File: config.mk
export PLATFORM = sky130hd
export DESIGN_NAME = file_transfer_receiver_fsm
export DESIGN_NICKNAME = d
export VERILOG_FILES = /design/src/ftr_pkg.sv /design/src/ftr_decide.sv /design/src/file_transfer_receiver_fsm.sv
export VERILOG_INCLUDE_DIRS = /design/src /design/src/src
export SDC_FILE = /design/constraint.sdc
export NUM_CORES = 1
export LEC_CHECK = 0
export ABC_AREA = 1
export BUFFER_PORTS_ARGS = -buffer_cell sky130_fd_sc_hd__buf_2
export CORE_MARGIN = 1.5
export CORE_UTILIZATION = 45
export DETAILED_ROUTE_END_ITERATION = 10
export SLEW_MARGIN = 0
export SYNTH_ARGS = -nofsm -noshare
export SYNTH_HDL_FRONTEND = slang
export SYNTH_HIERARCHICAL = 1
export SYNTH_SLANG_ARGS = --single-unit
export TNS_END_PERCENT = 5
File: constraint.sdc
create_clock -name clk -period 8.65 [get_ports clk]
set_input_delay 0.4325 -clock clk [delete_from_list [all_inputs] [get_ports clk]]
set_output_delay 0.4325 -clock clk [all_outputs]
set_load 0.02 [all_outputs]
File: src/file_transfer_receiver_fsm_macros.svh
// Assertion helpers for the file-transfer receiver.
`ifndef FILE_TRANSFER_RECEIVER_FSM_MACROS_SVH
`define FILE_TRANSFER_RECEIVER_FSM_MACROS_SVH

// Same-cycle implication, checked out of reset.
`define FTR_ASSERT_NOW(label, ante, cons, msg) \
  label: assert property (@(posedge clk) disable iff (rst) (ante) |-> (cons)) \
    else $error(msg);

// Next-cycle implication, checked out of reset.
`define FTR_ASSERT_NEXT(label, ante, cons, msg) \
  label: assert property (@(posedge clk) disable iff (rst) (ante) |=> (cons)) \
    else $error(msg);

`endif

File: src/ftr_pkg.sv
package ftr_pkg;

  typedef enum logic [1:0] {
    ST_IDLE         = 2'd0,
    ST_CONNECTED    = 2'd1,
    ST_TRANSFERRING = 2'd2
  } ftr_status_t;

  typedef enum logic [2:0] {
    RP_NONE   = 3'd0,
    RP_ACK    = 3'd1,
    RP_INIT   = 3'd2,
    RP_RETRY  = 3'd3,
    RP_TOOBIG = 3'd4,
    RP_FAILED = 3'd5,
    RP_PURGE  = 3'd6
  } ftr_reply_t;

  localparam logic [2:0] OP_CONNECT = 3'd0;
  localparam logic [2:0] OP_INIT    = 3'd1;
  localparam logic [2:0] OP_SIZE    = 3'd2;
  localparam logic [2:0] OP_DATA    = 3'd3;
  localparam logic [2:0] OP_EOF     = 3'd4;

  localparam int unsigned CFG_IDX_W = 1;
  localparam logic [CFG_IDX_W-1:0] CFG_MAX_FILE_SIZE = 1'b0;
  localparam logic [CFG_IDX_W-1:0] CFG_MAX_PAYLOAD   = 1'b1;

  localparam logic [31:0] MAX_FILE_SIZE_RST = 32'd209715200;  // 200 MiB
  localparam logic [15:0] MAX_PAYLOAD_RST   = 16'd1024;

  typedef struct packed {
    logic [2:0]  opcode;
    logic        checksum_ok;
    logic        payload_timeout;
    logic [15:0] payload_length;
    logic [15:0] frame_sequence;
    logic [31:0] announced_size;
  } ftr_in_t;

  typedef struct packed {
    ftr_reply_t  reply_code;
    logic        store_payload;
    logic [31:0] store_offset;
    logic        transfer_done;
    ftr_status_t link_status;
  } ftr_out_t;

  typedef struct packed {
    ftr_status_t status;
    logic [15:0] expected_seq;
    logic [31:0] file_size;
    logic [31:0] received_count;
  } ftr_state_t;

  typedef struct packed {
    logic [31:0] max_file_size;
    logic [15:0] max_payload;
  } ftr_cfg_t;

endpackage

File: src/ftr_decide.sv
module ftr_decide
  import ftr_pkg::*;
(
  input  ftr_in_t    item,
  input  ftr_state_t st,
  input  ftr_cfg_t   cfg,
  output ftr_out_t   res,
  output ftr_state_t st_next
);

  logic purge;

  // Screen the frame before looking at the command.
  assign purge = (item.payload_length > cfg.max_payload) ||
                 ((item.payload_length != 16'd0) && item.payload_timeout);

  always_comb begin
    st_next           = st;
    res.reply_code    = RP_NONE;
    res.store_payload = 1'b0;
    res.store_offset  = 32'd0;
    res.transfer_done = 1'b0;

    if (purge) begin
      res.reply_code = RP_PURGE;
    end else if (!item.checksum_ok) begin
      res.reply_code = RP_RETRY;
    end else begin
      case (item.opcode)
        OP_CONNECT: begin
          if (st.status == ST_IDLE || st.status == ST_CONNECTED) begin
            res.reply_code       = RP_ACK;
            st_next.expected_seq = 16'd0;
            st_next.status       = ST_CONNECTED;
          end else begin
            res.reply_code = RP_INIT;
            st_next.status = ST_IDLE;
          end
        end
        OP_INIT: begin
          res.reply_code = RP_ACK;
          st_next.status = ST_IDLE;
        end
        OP_SIZE: begin
          if (st.status == ST_CONNECTED) begin
            st_next.file_size = item.announced_size;
            if (item.announced_size > cfg.max_file_size) begin
              res.reply_code = RP_TOOBIG;
            end else begin
              res.reply_code         = RP_ACK;
              st_next.received_count = 32'd0;
              st_next.status         = ST_TRANSFERRING;
            end
          end else begin
            res.reply_code = RP_INIT;
          end
        end
        OP_DATA: begin
          if (st.status != ST_TRANSFERRING) begin
            res.reply_code = RP_INIT;
          end else if (item.frame_sequence == st.expected_seq) begin
            res.reply_code         = RP_ACK;
            res.store_payload      = 1'b1;
            res.store_offset       = st.received_count;
            st_next.expected_seq   = st.expected_seq + 16'd1;
            st_next.received_count = st.received_count + {16'd0, item.payload_length};
          end else if (item.frame_sequence < st.expected_seq) begin
            // duplicate word: ack and drop
            res.reply_code = RP_ACK;
          end else begin
            res.reply_code = RP_INIT;
          end
        end
        OP_EOF: begin
          if (st.status == ST_TRANSFERRING) begin
            if (st.received_count == st.file_size) begin
              res.reply_code    = RP_ACK;
              res.transfer_done = 1'b1;
              st_next.file_size = 32'd0;
            end else begin
              res.reply_code = RP_FAILED;
            end
            st_next.status = ST_IDLE;
          end else begin
            res.reply_code = RP_INIT;
          end
        end
        default: begin
          res.reply_code = RP_NONE;
          st_next.status = ST_IDLE;
        end
      endcase
    end

    res.link_status = st_next.status;
  end

endmodule

File: src/file_transfer_receiver_fsm.sv
// channel   | handshake                | payload
// ----------+--------------------------+-------------------------------
// input     | in_valid / in_stall      | in_item  (ftr_in_t), one header
// output    | out_valid / out_stall    | out_item (ftr_out_t), one reply
// config    | wr_en                    | wr_index, wr_data
//
// One frame header per cycle while out_stall is low; a header is taken into the
// input register, then decided into the reply register that drives out_item.
// The link state updates as a header moves into the reply register, so the
// next header sees it without a bubble.
// rst is synchronous: link idle, counters zero, limits back to defaults.
// With the reply held by out_stall, one more header is still taken into
// the input register; in_stall rises only when both registers are full.
`include "file_transfer_receiver_fsm_macros.svh"

module file_transfer_receiver_fsm
  import ftr_pkg::*;
(
  input  logic                 clk,
  input  logic                 rst,
  input  logic                 in_valid,
  output logic                 in_stall,
  input  ftr_in_t              in_item,
  output logic                 out_valid,
  input  logic                 out_stall,
  output ftr_out_t             out_item,
  input  logic                 wr_en,
  input  logic [CFG_IDX_W-1:0] wr_index,
  input  logic [31:0]          wr_data
);

  logic       s1_valid;
  ftr_in_t    s1_item;
  ftr_state_t st;
  ftr_state_t st_next;
  ftr_cfg_t   cfg;
  ftr_out_t   res;
  logic       out_ready;

  assign out_ready = !out_valid || !out_stall;
  assign in_stall  = s1_valid && !out_ready;

  ftr_decide u_decide (
    .item    (s1_item),
    .st      (st),
    .cfg     (cfg),
    .res     (res),
    .st_next (st_next)
  );

  always_ff @(posedge clk) begin
    if (rst) begin
      s1_valid          <= 1'b0;
      out_valid         <= 1'b0;
      st.status         <= ST_IDLE;
      st.expected_seq   <= 16'd0;
      st.file_size      <= 32'd0;
      st.received_count <= 32'd0;
      cfg.max_file_size <= MAX_FILE_SIZE_RST;
      cfg.max_payload   <= MAX_PAYLOAD_RST;
    end else begin
      if (wr_en) begin
        case (wr_index)
          CFG_MAX_FILE_SIZE: cfg.max_file_size <= wr_data;
          CFG_MAX_PAYLOAD:   cfg.max_payload   <= wr_data[15:0];
          default: ;
        endcase
      end
      if (out_ready) begin
        out_valid <= s1_valid;
        if (s1_valid) begin
          st <= st_next;
        end
      end
      if (!in_stall) begin
        s1_valid <= in_valid;
      end
    end
  end

  // payload registers
  always_ff @(posedge clk) begin
    if (in_valid && !in_stall) begin
      s1_item <= in_item;
    end
    if (out_ready && s1_valid) begin
      out_item <= res;
    end
  end

  `FTR_ASSERT_NOW(a_store_is_ack, out_valid && out_item.store_payload, out_item.reply_code == RP_ACK && out_item.link_status == ST_TRANSFERRING, "stored word without ack while transferring")
  `FTR_ASSERT_NOW(a_done_is_idle, out_valid && out_item.transfer_done, out_item.reply_code == RP_ACK && out_item.link_status == ST_IDLE, "transfer done without ack to idle")
  `FTR_ASSERT_NOW(a_offset_zero, out_valid && !out_item.store_payload, out_item.store_offset == 32'd0, "offset set on a word not stored")
  `FTR_ASSERT_NEXT(a_stall_holds_stage, in_stall, s1_valid, "input register emptied while stalled")

endmodule
# == Yosys cells after proc, flatten, opt, wreduce, memory -nomap -nowiden ==
# Cells that the tools add are included.
# word_totals
out_inout_bits,41
ff_bits,240
# classes
add_sub_neg,2
n_mux,31
n_eq_ne,16
reduce_logical,27
bitwise_logic,7
magnitude_cmp,3
# op_table
cell,count
82-bit two-way mux,2
32-bit two-way mux,5
32-bit case mux with 2 select lines,2
64-bit two-way mux,1
16-bit two-way mux,3
33-bit two-way mux,1
32-bit by 16-bit adder with 32-bit output,1
32-bit == test,1
32-bit > comparator,1
16-bit case mux with 2 select lines,1
3-bit two-way mux,6
"16-bit by 1-bit adder with 16-bit output, second input constant",1
16-bit == test,1
16-bit > comparator,1
16-bit less-than comparator,1
8-bit AND reduction,2
16-bit nonzero test,1
3-bit case mux with 5 select lines,1
2-bit two-way mux,6
"2-bit by 1-bit inequality test with 1-bit output, second input constant",5
9-bit AND reduction,1
2-bit case mux with 4 select lines,1
4-bit OR reduction,2
1-bit inverter,7
16 further kinds,32

# == Depth between registers and ports, before layout ==
# logic_depth
ltp_word,6
mapped_depth,24
depth_no_buf,23

# == Hierarchy ==
# The synthesis kept the hierarchy.
# modules_own_cells
mod,cells_each,area_per_inst_um2,seq_area_each_um2,n_inst
file_transfer_receiver_fsm,900,8894.8,5885.6,1
ftr_decide,1346,6870.3,0.0,1

# == Worst setup path after synthesis ==
# Ideal clock, no wire load.
# synth_timing
kind,register to register
start,reg s1_valid
end,reg out_item[0] in the netlist's numbering (enable)
stages_incl_launch_ff,5
arrival_time_ns,2.643
setup_ns,0.448
path_slack_ns,5.559
required_ns,8.202
path_cell_list,dfxtp_1 > buf_2 > buf_4 > inv_1 > a21oi_1
# synth_between
elab_chain_len,1
# synth_rtl
item,line,source
start: declaration,file_transfer_receiver_fsm.sv:32,logic s1_valid;
start signal: assignment,file_transfer_receiver_fsm.sv:76,s1_valid <= in_valid;
1-bit logical AND,file_transfer_receiver_fsm.sv:86,if (out_ready && s1_valid) begin
end signal: assignment,file_transfer_receiver_fsm.sv:87,out_item <= res;
end: declaration,file_transfer_receiver_fsm.sv:26,"output ftr_out_t out_item,"
# No other way between the ends.
# A chain may end at the register's enable or synchronous reset.

# == Worst setup path after layout ==
# layout_timing
start,reg s1_item[49] in the netlist's numbering
end,reg st[47] (netlist name)
# layout_between
elab_chain_len,5
word_cells_on_any_way,6
classes_between,order compare (1); bitwise (1); reduce/logical (4)
# layout_rtl
item,line,source
start: declaration,file_transfer_receiver_fsm.sv:33,ftr_in_t s1_item;
start signal: assignment,file_transfer_receiver_fsm.sv:84,s1_item <= in_item;
branches (longest 2 deep; another with 16-bit > comparator),-,
1-bit logical OR (*),ftr_decide.sv:14,assign purge = (item.payload_length > cfg.max_payload) ||
1-bit inverter (no line) (*),-,
8-bit AND reduction (no line) (*),-,
# Mark *: on every way between the ends.

==> results.md <==
* Largest vdd supply drop at 208 uV
* DRT iter0 DRCs at 1231
* Worst-path maximum fanout at 49
* Clock share of power at 0.435
* Leak at 7.68 nW
* Post-DP HPWL at 32.2 mm
* Worst slew pin tran at 1.13 ns
* Initial cell density of the core at 0.456
* Worst setup path start: s1_item[49]
* Crit path DAT at 4.30 ns
* Setup TNS at 0 ns
* Status: complete, no violations
* Gr ovfl total at 0
* CTS tree: built
* Antenna cells at 0
* Crit path time final at 3.79 ns
* Commonest cells in the synthesized netlist: 585 x nand2_1, 309 x nor2_1, 250 x inv_1
* Post-cts sizing count at 0
* Syn_area_per_cell at around 7 um2
* Crit end category: flop
* Seq cells post-synth at between 200 and 250
* Die Area at 36200 um2
* Pins Over Slew Limit at 0
* Die height at 190 um
* Area leader, netlist: edfxtp_1
* Warnings from Yosys at 6
* Area of the mapped netlist at 15800 um2
* Sw Ratio at 0.281
* Gate power share at 0.154
* Unique masters post-synth at 52
* Post-synthesis to final-layout area growth at 12.1%
* Top-Level Pins at around 150
* Syn Nets at ~2400
* Hold path start: in_item[46]
* Std cell rows at 68
* Avg Vias per Cell at between 5 and 6
* Max-Cap Viols at 0
* Final Hold Vio Count at 0
* FF/Latch Area at just under 6000 um2
* CTS root buf: clkbuf_16
* Antenna violations before repair at 0
* Clk slew on worst S/H paths at 0.07 ns
* Largest net degree at the start of global routing at 108
* Max-slew headroom at 0.248
* Clock latency on the worst-skew pair at 0.59 ns
* Flop pwr share at 0.411
* First-pass DRT Iterations at 6
* Count of final setup violators at 0
* Number of flops mapped to enable cells by yosys at between 100 and 150
* Max Clock Freq at approximately 260 MHz
* Power Internal at 2.33 mW
* Synth async-reset ratio at 0
* Final GP Congestion at ~0.92
* Startpoint types: flop
* Routed via count at 14700
* Post-route antenna net violation count at 0
* WL/cell at 15.9 um
* Hold WC Path Type: input port to flop
* Max H-tree Level at 1
* Yosys top cell area share at 0.206
* Vias in the first global route at about 14000
* Area of the multi-input gates at 8220 um2
* Most numerous cell in the Yosys netlist: nand2_1
* WL final at 44.9 mm
* Dpl cells at 2755
* R2r startpoint: s1_item[49]
* Clock buffers created by TritonCTS at 29
* Crit share post-route at 0.438
* Top FF cell, synth: dfxtp_1
* Post-route DRC at 0
* Max Buffers Root-to-Sink at 3
* Total track usage at 0.250
* First-pass GRT wire length at 72.2 mm
* Sw power at about 0.9 mW
* Final Skew at 0.0202 ns
* Final nets at ~2500
* Post-synthesis instance total at 2246
* Core Area at 34500 um2
* RSZ-0062 raised after global routing: no
* Register area share after synthesis at 0.373
* Ranking of synthesized cells by area: edfxtp_1 21%, dfxtp_1 17%, nand2_1 14%
* Power density cells at approximately 180 nW/um2
* CTS Sinks at 240
* WP data required at 9.16 ns
* Cell Count, Final, Fillers Out at 2816
* IO buf count at 147
* Layout cell share with drive strength beyond 1 at 0.133
* Kind of critical path: flop to flop
* Die X at 190 um
* Fillers at 3520
==> metrics by stage <==
stage | total power [mW] | util | setup slack (ns) | instance area (um2) | hold WS, ns
after detailed placement | 1.85 | 0.477 | 4.89 | 16500 | 0.463
after global placement | 1.84 | 0.477 | 5.03 | 16500 | 0.459
after floorplan | 1.70 | - | 5.56 | 15800 | 0.442
after global routing | 3.40 | 0.512 | 4.49 | 17700 | 0.00479
after CTS | 3.27 | 0.512 | 4.92 | 17700 | 0.000821
final | 3.24 | 0.512 | 4.86 | 17700 | 0.0210
==> sequential cells by signal (all words and copies together) (netlist names) <==
signal     cells
s1_item       69
out_item      39
cfg           48
out_valid      1
st            82
s1_valid       1
==> cells in the final DEF, fill, tap and decap left out, drive strengths merged <==
cell / instances
a211oi: 2
a21boi: 1
a21o: 2
a21oi: 149
a22oi: 2
a31oi: 1
buf: 156
bufinv: 8
clkbuf: 35
clkinv: 10
clkinvlp: 2
dfxtp: 132
dlygate4sd3: 7
edfxtp: 108
fa: 1
ha: 81
inv: 266
nand2: 602
nand3: 192
nand3b: 31
nand4: 39
nor2: 330
nor3: 16
nor3b: 1
nor4: 8
o211ai: 2
o21a: 5
o21ai: 118
o21bai: 2
o31ai: 1
or2: 36
xnor2: 5
xor2: 10
==> final timing paths <==
check	slack, ns	to	cells past startpoint
setup / recovery	4.86	st[47]	20
hold / removal	0.02	s1_item[46]	1
setup reg to reg	4.86	st[47]	20
hold reg to reg	0.47	cfg[43]	2
==> power by group through the flow <==
stage / Clock, mW / Sequential, mW / Combinational, mW
2_1_floorplan: 0 / 1.34 / 0.368
3_3_place_gp: 0 / 1.35 / 0.485
3_5_place_dp: 0 / 1.36 / 0.494
4_1_cts: 1.44 / 1.33 / 0.499
5_1_grt: 1.48 / 1.34 / 0.571
6_report: 1.41 / 1.33 / 0.500
==> critical path: stages (launching register included) <==
cell and delay [ns]:
edfxtp_1 0.45, ha_1 0.33, inv_1 0.04, o21bai_1 0.12
nand2_1 0.06, nand2_1 0.05, nand2_1 0.04, nand2_1 0.05
nand2_1 0.04, nand2_1 0.07, nand2_2 0.13, nand3_4 0.25
clkinv_2 0.69, o21ai_2 0.50, buf_4 0.36, nand2_1 0.10
nand2_1 0.08, inv_1 0.04, nand3_1 0.07, nand2_1 0.06
nor2_1 0.12
==> per-layer routing <==
metal  up-vias  global-route usage  wire, um
li1       7443                   -         -
met1      6788               0.360     21500
met2       419               0.387     19700
met3        75              0.0363      2530
met4         0              0.0724      1180
met5         -                   0         0
==> area by class of cell <==
cell class                 count  share of cell area
tap                          455              0.0322
sequential                   240               0.333
clock inverter                19              0.0183
timing repair buffer         163              0.0494
clock buffer                  35              0.0447
inverter                     267              0.0568
multi-input combinational   1637               0.465
==> logic make-up (layout without fill, tap and decap cells) <==
kind of cell	count (synthesis)	count (layout)	synth area share
flip-flops	240	240	0.373
buffers and inverters	369	484	0.106
AO/OA/AOI/OAI	285	285	0.0942
adder cells (fa/ha/maj)	82	82	0.0656
AND/OR/NAND/NOR	1255	1255	0.352
XOR/XNOR	15	15	0.00833
==> repair_timing <==
item                                   in CTS  in global routing
setup buffers                               0                  0
endpoints found under the hold margin       7                  0
hold buffers                                7                  0
Power figures use the tool's default switching activity.
